## config.mk

```make
export PLATFORM = sky130hd
export DESIGN_NAME = ethernet_vlan_stack_parser
export DESIGN_NICKNAME = d
export VERILOG_FILES = /design/src/evsp_pkg.sv /design/src/evsp_cfg_regs.sv /design/src/evsp_in_reg.sv /design/src/evsp_walker.sv /design/src/ethernet_vlan_stack_parser.sv
export SDC_FILE = /design/constraint.sdc
export NUM_CORES = 1
export LEC_CHECK = 0
export BUFFER_PORTS_ARGS = -buffer_cell sky130_fd_sc_hd__buf_2
export CORE_ASPECT_RATIO = 0.5
export CORE_UTILIZATION = 25
export CTS_CLUSTER_SIZE = 24
export DETAILED_ROUTE_END_ITERATION = 10
export HOLD_SLACK_MARGIN = 0.06
export SETUP_SLACK_MARGIN = 0.3
export SLEW_MARGIN = 40
export SYNTH_ARGS = -nofsm -noshare
export SYNTH_HDL_FRONTEND = slang
export SYNTH_SLANG_ARGS = --single-unit
```

## constraint.sdc

```tcl
create_clock -name clk -period 3.3 [get_ports clk]
set_input_delay 0.495 -clock clk [delete_from_list [all_inputs] [get_ports clk]]
set_output_delay 0.495 -clock clk [all_outputs]
set_load 0.05 [all_outputs]
```

## src/evsp_pkg.sv

```systemverilog
`timescale 1ns / 1ps
// Shared types and constants of the stacked VLAN tag parser.
package evsp_pkg;

	localparam int MAX_TAGS = 10;

	localparam int IDX_W  = 8;
	localparam int TYPE_W = 16;
	localparam int VID_W  = 12;
	localparam int CNT_W  = 4;
	localparam int HDR_W  = 6;
	localparam int CFG_W  = 12;
	localparam int CFG_IDX_W = 2;
	localparam int OUT_TDATA_W = 32;

	localparam logic [IDX_W-1:0]  INDEX_CAP   = 8'd255;
	localparam logic [IDX_W-1:0]  POS_HI_TYPE = 8'd12;
	localparam logic [IDX_W-1:0]  POS_LO_TYPE = 8'd13;
	localparam logic [IDX_W-1:0]  ETH_HDR_LEN = 8'd14;
	localparam logic [HDR_W-1:0]  HDR_BASE    = 6'd14;
	localparam logic [TYPE_W-1:0] TPID_CTAG   = 16'h8100;
	localparam logic [TYPE_W-1:0] TPID_STAG   = 16'h88A8;
	localparam logic [CNT_W-1:0]  TAG_LIMIT   = CNT_W'(MAX_TAGS);

	// position inside a 4-byte tag
	localparam logic [1:0] OFF_TCI_HI  = 2'd0;
	localparam logic [1:0] OFF_TCI_LO  = 2'd1;
	localparam logic [1:0] OFF_TYPE_HI = 2'd2;
	localparam logic [1:0] OFF_TYPE_LO = 2'd3;

	typedef enum logic [1:0] {
		VERDICT_PASS  = 2'd0,
		VERDICT_SHORT = 2'd1,
		VERDICT_VID   = 2'd2
	} verdict_t;

	typedef enum logic [CFG_IDX_W-1:0] {
		REG_MATCH_VID    = 2'd0,
		REG_MATCH_DEPTH  = 2'd1,
		REG_MATCH_ENABLE = 2'd2
	} cfg_reg_t;

	typedef struct packed {
		logic [VID_W-1:0] match_vid;
		logic [CNT_W-1:0] match_depth;
		logic             match_enable;
	} cfg_t;

	typedef struct packed {
		logic       valid;
		logic [7:0] frame_byte;
		logic       end_of_frame;
	} in_item_t;

	typedef struct packed {
		verdict_t          verdict;
		logic [TYPE_W-1:0] final_ethertype;
		logic [CNT_W-1:0]  tags_found;
		logic [HDR_W-1:0]  header_bytes;
	} result_t;

	function automatic logic is_tpid(input logic [TYPE_W-1:0] t);
		return (t == TPID_CTAG) || (t == TPID_STAG);
	endfunction

endpackage

```

## src/evsp_cfg_regs.sv

```systemverilog
`timescale 1ns / 1ps
// Configuration registers of the VLAN tag parser.
module evsp_cfg_regs import evsp_pkg::*; (
	input  logic                 clk,
	input  logic                 arst_n,
	input  logic                 cfg_we,
	input  logic [CFG_IDX_W-1:0] cfg_index,
	input  logic [CFG_W-1:0]     cfg_wdata,
	output cfg_t                 cfg
);

	cfg_t cfg_q;

	always_ff @(posedge clk or negedge arst_n) begin
		if (!arst_n) begin
			cfg_q.match_vid    <= 12'd42;
			cfg_q.match_depth  <= 4'd1;
			cfg_q.match_enable <= 1'b1;
		end else if (cfg_we) begin
			unique case (cfg_index)
				REG_MATCH_VID:    cfg_q.match_vid    <= cfg_wdata[VID_W-1:0];
				REG_MATCH_DEPTH:  cfg_q.match_depth  <= cfg_wdata[CNT_W-1:0];
				REG_MATCH_ENABLE: cfg_q.match_enable <= cfg_wdata[0];
				default: ;
			endcase
		end
	end

	assign cfg = cfg_q;

endmodule

```

## src/evsp_in_reg.sv

```systemverilog
`timescale 1ns / 1ps
// Input register stage of the VLAN tag parser.
module evsp_in_reg import evsp_pkg::*; (
	input  logic     clk,
	input  logic     arst_n,
	input  logic     s_tvalid,
	output logic     s_tready,
	input  logic [7:0] s_tdata,
	input  logic     s_tlast,
	input  logic     take,
	output in_item_t item
);

	logic       valid_s1;
	logic [7:0] byte_s1;
	logic       eof_s1;

	// free when empty or when the held byte moves on this cycle
	assign s_tready = !valid_s1 || take;

	always_ff @(posedge clk or negedge arst_n) begin
		if (!arst_n) begin
			valid_s1 <= 1'b0;
		end else if (s_tready) begin
			valid_s1 <= s_tvalid;
		end
	end

	always_ff @(posedge clk) begin
		if (s_tready && s_tvalid) begin
			byte_s1 <= s_tdata;
			eof_s1  <= s_tlast;
		end
	end

	assign item.valid        = valid_s1;
	assign item.frame_byte   = byte_s1;
	assign item.end_of_frame = eof_s1;

endmodule

```

## src/evsp_walker.sv

```systemverilog
`timescale 1ns / 1ps
// Per-frame header and tag walk state, with the result register.
module evsp_walker import evsp_pkg::*; (
	input  logic     clk,
	input  logic     arst_n,
	input  cfg_t     cfg,
	input  in_item_t item,
	output logic     take,
	output logic     res_valid,
	input  logic     res_ready,
	output result_t  res
);

	logic [IDX_W-1:0]  idx_q, idx_nx;
	logic [TYPE_W-1:0] type_q, type_nx;
	logic [7:0]        hold_q, hold_nx;
	logic [CNT_W-1:0]  count_q, count_nx;
	logic              done_q, done_nx;
	logic              hit_q, hit_nx;
	logic              pend_q, pend_nx;

	logic              res_valid_q;
	result_t           res_q, res_nx;
	logic              out_free;
	logic              fire;
	logic [1:0]        off;
	logic [VID_W-1:0]  vid;

	assign out_free = !res_valid_q || res_ready;
	// a last byte waits while the previous verdict is still unread
	assign take = !item.end_of_frame || out_free;
	assign fire = item.valid && take;

	assign off = idx_q[1:0] + 2'd2;
	assign vid = {hold_q[3:0], item.frame_byte};

	always_comb begin
		idx_nx   = idx_q;
		type_nx  = type_q;
		hold_nx  = hold_q;
		count_nx = count_q;
		done_nx  = done_q;
		hit_nx   = hit_q;
		pend_nx  = pend_q;

		if (idx_q == POS_HI_TYPE) begin
			hold_nx = item.frame_byte;
		end else if (idx_q == POS_LO_TYPE) begin
			type_nx = {hold_q, item.frame_byte};
			if (!is_tpid(type_nx)) begin
				done_nx = 1'b1;
			end
		end else if (idx_q >= ETH_HDR_LEN && !done_q) begin
			case (off)
				OFF_TCI_HI, OFF_TYPE_HI: hold_nx = item.frame_byte;
				OFF_TCI_LO: begin
					pend_nx = cfg.match_enable && (count_q == cfg.match_depth)
						&& (vid == cfg.match_vid);
				end
				default: begin
					type_nx  = {hold_q, item.frame_byte};
					count_nx = count_q + 1'b1;
					hit_nx   = hit_q || pend_q;
					pend_nx  = 1'b0;
					if (!is_tpid(type_nx) || count_nx >= TAG_LIMIT) begin
						done_nx = 1'b1;
					end
				end
			endcase
		end

		if (idx_q != INDEX_CAP) begin
			idx_nx = idx_q + 1'b1;
		end

		if (idx_nx < ETH_HDR_LEN) begin
			res_nx.verdict         = VERDICT_SHORT;
			res_nx.final_ethertype = '0;
			res_nx.tags_found      = '0;
			res_nx.header_bytes    = '0;
		end else begin
			res_nx.verdict         = hit_nx ? VERDICT_VID : VERDICT_PASS;
			res_nx.final_ethertype = type_nx;
			res_nx.tags_found      = count_nx;
			res_nx.header_bytes    = HDR_BASE + {count_nx, 2'b00};
		end
	end

	always_ff @(posedge clk or negedge arst_n) begin
		if (!arst_n) begin
			idx_q   <= '0;
			type_q  <= '0;
			hold_q  <= '0;
			count_q <= '0;
			done_q  <= 1'b0;
			hit_q   <= 1'b0;
			pend_q  <= 1'b0;
		end else if (fire) begin
			if (item.end_of_frame) begin
				// clear for the next frame
				idx_q   <= '0;
				type_q  <= '0;
				hold_q  <= '0;
				count_q <= '0;
				done_q  <= 1'b0;
				hit_q   <= 1'b0;
				pend_q  <= 1'b0;
			end else begin
				idx_q   <= idx_nx;
				type_q  <= type_nx;
				hold_q  <= hold_nx;
				count_q <= count_nx;
				done_q  <= done_nx;
				hit_q   <= hit_nx;
				pend_q  <= pend_nx;
			end
		end
	end

	always_ff @(posedge clk or negedge arst_n) begin
		if (!arst_n) begin
			res_valid_q <= 1'b0;
		end else if (out_free) begin
			res_valid_q <= fire && item.end_of_frame;
		end
	end

	always_ff @(posedge clk) begin
		if (fire && item.end_of_frame) begin
			res_q <= res_nx;
		end
	end

	assign res_valid = res_valid_q;
	assign res       = res_q;

endmodule

```

## src/ethernet_vlan_stack_parser.sv

```systemverilog
`timescale 1ns / 1ps
// Top level of the stacked VLAN tag parser.
//
//  channel   direction  handshake            payload
//  s_        in         s_tvalid / s_tready  s_tdata = frame byte, s_tlast = end of frame
//  m_        out        m_tvalid / m_tready  m_tdata = one verdict per frame
//  cfg_      in         cfg_we               cfg_index, cfg_wdata
//
// One byte is taken every clock; each byte is held in the input register and its
// state update happens as it leaves, when a last byte's verdict is also loaded
// into the result register. A full-rate stream is sustained with m_tready high;
// a last byte waits in the input register only while the previous verdict is unread.
// Reset clears the frame state and loads match_vid 42, match_depth 1, match_enable 1.
module ethernet_vlan_stack_parser import evsp_pkg::*; (
	input  logic                   clk,
	input  logic                   arst_n,
	input  logic                   s_tvalid,
	output logic                   s_tready,
	input  logic [7:0]             s_tdata,   // [7:0] frame_byte
	input  logic                   s_tlast,
	output logic                   m_tvalid,
	input  logic                   m_tready,
	output logic [OUT_TDATA_W-1:0] m_tdata,   // [1:0] verdict, [17:2] final_ethertype,
	                                          // [21:18] tags_found, [27:22] header_bytes
	input  logic                   cfg_we,
	input  logic [CFG_IDX_W-1:0]   cfg_index,
	input  logic [CFG_W-1:0]       cfg_wdata
);

	cfg_t     cfg;
	in_item_t item;
	logic     take;
	result_t  res;

	evsp_cfg_regs u_cfg (
		.clk       (clk),
		.arst_n    (arst_n),
		.cfg_we    (cfg_we),
		.cfg_index (cfg_index),
		.cfg_wdata (cfg_wdata),
		.cfg       (cfg)
	);

	evsp_in_reg u_in (
		.clk      (clk),
		.arst_n   (arst_n),
		.s_tvalid (s_tvalid),
		.s_tready (s_tready),
		.s_tdata  (s_tdata),
		.s_tlast  (s_tlast),
		.take     (take),
		.item     (item)
	);

	evsp_walker u_walk (
		.clk       (clk),
		.arst_n    (arst_n),
		.cfg       (cfg),
		.item      (item),
		.take      (take),
		.res_valid (m_tvalid),
		.res_ready (m_tready),
		.res       (res)
	);

	assign m_tdata = {4'b0000, res.header_bytes, res.tags_found,
		res.final_ethertype, res.verdict};

endmodule

```

==> impl_metrics.tcl, run 1 <==
set metrics [dict create \
    wl_um 10300 \
    p_leak_nw 2.08 \
    cts.sinks 94 \
    cts_max_path_buffers 2 \
    maxCapViolCount 0 \
    synth_compound_area_frac 0.145 \
    synth_top_family_by_area "compound AO/OA/AOI/OAI gates" \
    yosysSeqAreaShare 0.569 \
    mostFrequentLayoutCells "buf_2 (56), dfrtp_1 (53), nand2_1 (43), edfxtp_1 (36), a21oi_1 (32)" \
    cp-end-kind "register" \
    area_delta_synth_final_pct 17.5 \
    wire_per_inst_um 15.0 \
    antenna_found_initial 3 \
    final_layout_size_suffix_gt1_frac 0.250 \
    rr_worst_depth 8 \
    finalPower_mw 2.82 \
    die_area_sq_um 18400 \
    cp.arrival_ns 2.74 \
    path_class "reg -> reg" \
    grt_start_max_net_pins 41 \
    status "complete, no violations" \
    cts_setup_buffers 0 \
    tightest_slew_ns 0.646 \
    synthArstFlopShare 0.617 \
    yosys_most_used_dff "dfrtp_1" \
    die_w_um 191 \
    ctsResizeCount 0 \
    hold_viol_final 0 \
    numCtsBuffers 9 \
    multi_input_area_sq_um 1760 \
    dp_cells 662 \
    synth_cell_type_count 52 \
    drt-initial-drc-count 190 \
    clk_pin_slew_ns 0.07 \
    fp-row-count 34 \
    fin_ws_ns 0.823 \
    synth-xor-area-share 0.0472 \
    grt_overflow 0 \
    nNetsFinal 474 \
    postRouteAntennaNets 0 \
    startpoint_type "register" \
    fin_skew_ns 0.00882 \
    relSlewSlack 0.569 \
    first_pass_iters 4 \
    vias_per_cell 4.57 \
    start_util 0.256 \
    r2r-end "u_walk.type_q[2]$_DFFE_PN0P_" \
    crit_fanout 18 \
    r2r_start "u_walk.idx_q[1]$_DFFE_PN0P_" \
    first_global_vias 2894 \
    synthAdderAreaFrac 0.0196 \
    fin_tns_setup_ns 0 \
    synth.mux.area_fraction 0.0455 \
    crit_start "u_walk.idx_q[1]$_DFFE_PN0P_" \
    crit_required_ns 3.57 \
    r2r_slack_ns 0.82 \
    synthCells 389 \
    rsz0062_at_grt "no" \
    finalSetupViolCount 0 \
    tritoncts "yes" \
    yosys_warnings 0 \
    max_clock_freq_mhz 404 \
    finish.instance_area_sq_um 5240 \
    regArea_sq_um 2540 \
    dpl.hpwl_um 7430 \
    synthSimpleGateAreaFrac 0.131 \
    dp_worst_setup_slack_ns 0.838 \
    grt_first_pass_wirelength_um 16100 \
    utilization 0.301 \
    cts-root-buf "clkbuf_16" \
    synth_edf_count 36 \
    final_common_cell "buf_2" \
    cts-htree-levels 3 \
    vias 3118 \
    synth-seq-cells 94 \
    synth_area_sq_um 4460 \
    final_cells 683 \
    synth_area_per_cell_sq_um 11.5 \
    grt.total_usage 0.115 \
    ir_drop_mv 0.240 \
    hold_buffers 0 \
    place_congestion 0.842 \
    place_area_sq_um 4950 \
    fin_crit_ns 2.48 \
    port_buffers 56 \
    boundaryPins 62 \
    nFillCells 1802 \
    core_sq_um 17400 \
    clk_latency_ns 0.34 \
    power_density_nw_per_um2 538 \
    period_share 0.751 \
    holdWs_ns 0.101 \
    drc 0 \
    critPathCapture "u_walk.type_q[2]$_DFFE_PN0P_" \
    die_height_um 96.4 \
    slew_viol_final 0 \
    hold_class "in -> async" \
]
cell usage after synthesis, types with 2 or more instances:
cell type | n | area, sq um
a21oi_1 | 32 | 160
a22o_1 | 23 | 201
a31o_2 | 2 | 17.5
a31oi_1 | 5 | 31.3
and2_1 | 4 | 25.0
and3_4 | 2 | 22.5
buf_2 | 5 | 25.0
buf_4 | 6 | 45.0
buf_6 | 3 | 33.8
clkbuf_1 | 14 | 52.6
dfrtp_1 | 53 | 1330
dfstp_2 | 5 | 131
edfxtp_1 | 36 | 1080
ha_1 | 7 | 87.6
inv_1 | 8 | 30.0
mux2_2 | 18 | 203
nand2_1 | 43 | 161
nand2b_1 | 3 | 18.8
nand3_1 | 8 | 40.0
nand3b_1 | 3 | 22.5
nand4_1 | 5 | 31.3
nor2_1 | 25 | 93.8
nor2b_1 | 3 | 18.8
nor3_1 | 2 | 10.0
nor3b_1 | 2 | 15.0
nor4_1 | 6 | 37.5
o21a_1 | 2 | 15.0
o21ai_0 | 11 | 55.1
o21ai_1 | 4 | 20.0
o22ai_1 | 2 | 12.5
o31ai_1 | 3 | 22.5
or4_1 | 2 | 15.0
xnor2_1 | 11 | 96.3
xor2_1 | 13 | 114
state kept, by name, indices dropped and copies added, names as in the netlist:
name,flops
u_in.eof_s1,1
u_in.byte_s1,8
u_in.valid_s1,1
u_walk.done_q,1
u_walk.res_valid,1
u_walk.hold_q,8
u_walk.hit_q,1
u_walk.count_q,4
u_walk.idx_q,8
u_cfg.cfg,17
u_walk.pend_q,1
u_walk.res,27
u_walk.type_q,16
cell families (layout without fill, tap and decap cells):
logic type / Yosys count / after routing
simple gates: 116 / 116
flops: 94 / 94
compound gates: 93 / 93
buf+inv: 36 / 87
xor+xnor: 24 / 24
mux: 18 / 18
fa+ha+maj: 7 / 7
other cells: 1 / 10
worst max-delay path: stages, from the launching register on:
cell and delay, ns:
dfrtp_1 0.44, inv_1 0.13, ha_1 0.23, nor2b_1 0.27, nand2_1 0.21, o21a_1 0.15
buf_4 0.19, nor2_2 0.51, a22o_1 0.25
final cells by class:
| class | instances | area share |
|---|---|---|
| Antenna cell | 5 | 0.00239 |
| Clock buffer | 10 | 0.0437 |
| Clock inverter | 6 | 0.00860 |
| Inverter | 8 | 0.00573 |
| Multi-Input combinational cell | 263 | 0.336 |
| Sequential cell | 94 | 0.484 |
| Tap cell | 234 | 0.0559 |
| Timing Repair Buffer | 63 | 0.0635 |
routing by layer:
metal / share of wire / vias to the layer above / GRT usage
met4: 0.011 / 0 / 0.0347
met1: 0.50 / 1518 / 0.165
met5: 0 / - / 0
met2: 0.43 / 81 / 0.167
li1: - / 1506 / -
met3: 0.064 / 13 / 0.0329
power by group:
| part | switching (mW) | total [mW] | internal [mW] |
|---|---|---|---|
| sequential | 0.0949 | 1.41 | 1.32 |
| clock | 0.451 | 0.969 | 0.518 |
| combinational | 0.279 | 0.441 | 0.162 |
| total | 0.825 | 2.82 | 2.00 |
how the worst min path moves through the flow:
stage | from | to | slack, ns
after floorplan | arst_n | u_cfg.cfg[11]$_DFFE_PN0P_ | 0.20
after global placement | arst_n | u_in.valid_s1$_DFFE_PN0N_ | 0.47
after detailed placement | arst_n | u_in.valid_s1$_DFFE_PN0N_ | 0.47
after CTS | arst_n | u_walk.idx_q[7]$_DFFE_PN0P_ | 0.11
after global routing | arst_n | u_walk.idx_q[7]$_DFFE_PN0P_ | 0.13
final | arst_n | u_walk.idx_q[7]$_DFFE_PN0P_ | 0.10
No activity file was read; power rests on OpenSTA's default activity.
==> run 2: changes to the inputs <==
clock period = 2.3 ns   (was 3.3 ns; I/O delays follow)
==> run 2 against run 1 <==
Against the previous run:
- die area unchanged
- critical path depth down 1
- clock-buffer cell count stayed put
- total power rose by 54%
- combinational power up 90%
- register-to-register slack lost 0.65 ns
- core utilization increased by 2.7 points
- cell count increased by 3.8%
- critical endpoint is now u_walk.res[5]$_SDFFCE_PN0P_
- highest routed layer is now met5
==> impl_metrics.tcl, run 2 (synthesis gave the netlist of run 1 again) <==
set metrics [dict create \
    status "complete, no violations" \
    first_global_vias 2947 \
    drt-initial-drc-count 168 \
    power.share.clock 0.343 \
    dpl.hpwl_um 7620 \
    first_pass_iters 4 \
    power_density_nw_per_um2 762 \
    start_util 0.256 \
    power_frac_seq 0.464 \
    die_area_sq_um 18400 \
    grt_overflow 0 \
    mostFrequentLayoutCells "buf_2 (56), dfrtp_1 (50), nand2_1 (42), edfxtp_1 (36), buf_4 (24)" \
    boundaryPins 62 \
    grt_first_pass_wirelength_um 16800 \
    holdPathStages 1 \
    drc 0 \
    cts_max_path_buffers 2 \
    crit_fanout 7 \
    numCtsBuffers 9 \
    p_leak_nw 2.26 \
    r2r-end "u_walk.res[5]$_SDFFCE_PN0P_" \
    power_frac_comb 0.193 \
    place_congestion 0.822 \
    hold_class "in -> reg" \
    finish.instance_area_sq_um 5720 \
    rr_worst_depth 7 \
    rsz0062_at_grt "yes" \
    switchingPower_mw 1.27 \
    vias 3286 \
    hold_viol_final 0 \
    cts.sinks 94 \
    maxCapViolCount 0 \
    period_share 0.924 \
    p_sw_frac 0.292 \
    cts-root-buf "clkbuf_16" \
    antenna_found_initial 5 \
    finalSetupViolCount 0 \
    tightest_slew_ns 0.651 \
    clk_latency_ns 0.34 \
    fin_crit_ns 2.13 \
    grt.total_usage 0.120 \
    utilization 0.328 \
    slowest_delay_ns 0.45 \
    final_layout_size_suffix_gt1_frac 0.371 \
    startpoint_type "register" \
    grt_start_max_net_pins 33 \
    largest_reg_flops 27 \
    wl_um 11300 \
    crit_required_ns 2.39 \
    die_height_um 96.4 \
    slowest_stage "dfrtp_2" \
    vias_per_cell 4.63 \
    fin_tns_setup_ns 0 \
    min_delay_worst_endpoint "u_in.byte_s1[6]$_DFFE_PP_" \
    cts-htree-levels 3 \
    place_area_sq_um 5140 \
    path_class "reg -> reg" \
    core_sq_um 17400 \
    r2r_start "u_walk.idx_q[0]$_DFFE_PN0P_" \
    slew_viol_final 0 \
    hold_path_startpoint "s_tdata[6]" \
    tritoncts "yes" \
    r2r_slack_ns 0.17 \
    fin_skew_ns 0.00656 \
    area_delta_synth_final_pct 28.2 \
    p_int_mw 3.09 \
    cp-end-kind "register" \
    port_buffers 56 \
    cp.arrival_ns 2.22 \
    nNetsFinal 502 \
    clk_pin_slew_ns 0.07 \
    path_cells "and3_4 > and3_4 > or4_4 > a2111oi_4 > buf_6 > clkbuf_16 > nor2_1" \
    max_clock_freq_mhz 470 \
    fp-row-count 34 \
    final_common_cell "buf_2" \
    wire_per_inst_um 15.9 \
    relSlewSlack 0.566 \
    cp_common_cell "and3_4" \
    ir_drop_mv 0.363 \
    die_w_um 191 \
    postRouteAntennaNets 0 \
]
[run 2: final cells by class]
cell class,count,area (sq um)
flip-flops and latches,94,2540
multi-input cells,263,1900
diodes,3,7.51
fillers,1722,11700
repair buffers,91,646
inverters,8,33.8
well taps,234,293
clock inverters,6,68.8
clock buffers,10,229
[run 2: worst max-delay path by stage]
stage | from | endpoint | slack, ns
detailed placement | u_walk.idx_q[1]$_DFFE_PN0P_ | u_walk.pend_q$_DFFE_PN0P_ | 0.09
floorplan | u_walk.idx_q[2]$_DFFE_PN0P_ | u_walk.res[7]$_SDFFCE_PN0P_ | 0.05
CTS | u_walk.idx_q[0]$_DFFE_PN0P_ | u_walk.res[9]$_SDFFCE_PN0P_ | 0.15
global placement | u_walk.idx_q[1]$_DFFE_PN0P_ | u_walk.pend_q$_DFFE_PN0P_ | 0.14
global route | u_walk.idx_q[1]$_DFFE_PN0P_ | u_walk.res[4]$_SDFFCE_PN0P_ | 0.1
finish | u_walk.idx_q[0]$_DFFE_PN0P_ | u_walk.res[5]$_SDFFCE_PN0P_ | 0.17
[run 2: critical path, delay by kind of cell, from the launching register on]
| kind | cells | cell delay [ns] |
|---|---|---|
| flip-flops | 1 | 0.45 |
| AND/OR/NAND/NOR | 4 | 0.85 |
| AO/OA/AOI/OAI | 1 | 0.21 |
| buffers and inverters | 2 | 0.36 |
[run 2: layer usage]
layer | up-vias | track usage | part of all wire | wire length, um
met5 | - | 0 | 0.0020 | 23
met2 | 88 | 0.173 | 0.44 | 4960
met4 | 4 | 0.0420 | 0.022 | 247
met1 | 1600 | 0.173 | 0.48 | 5380
met3 | 23 | 0.0300 | 0.058 | 657
li1 | 1571 | - | - | -
[run 2: per-stage QoR]
| step | instances | hold slack (ns) | power, mW | worst slack [ns] |
|---|---|---|---|---|
| 2_1_floorplan | 393 | 0.0494 | 2.54 | 0.0534 |
| 3_3_place_gp | 675 | 0.388 | 2.72 | 0.141 |
| 3_5_place_dp | 675 | 0.403 | 2.74 | 0.0878 |
| 4_1_cts | 695 | 0.170 | 4.25 | 0.147 |
| 5_1_grt | 707 | 0.168 | 4.54 | 0.0954 |
| 6_report | 709 | 0.179 | 4.35 | 0.174 |
[run 2: power groups by stage]
stage	combinational, mW	clock, mW	sequential [mW]
2_1_floorplan	0.455	0	2.09
3_5_place_dp	0.700	0	2.04
3_3_place_gp	0.683	0	2.04
6_report	0.839	1.50	2.02
4_1_cts	0.718	1.52	2.01
5_1_grt	0.915	1.58	2.04
[run 2: repair_timing]
item	4_1_cts	5_1_grt
buffers inserted	3	8
hold buffers	1	0
gates cloned	0	3
gates resized for setup	2	30
endpoints found under the hold margin	21	0
setup endpoints to repair	52	83
pin swaps	1	8
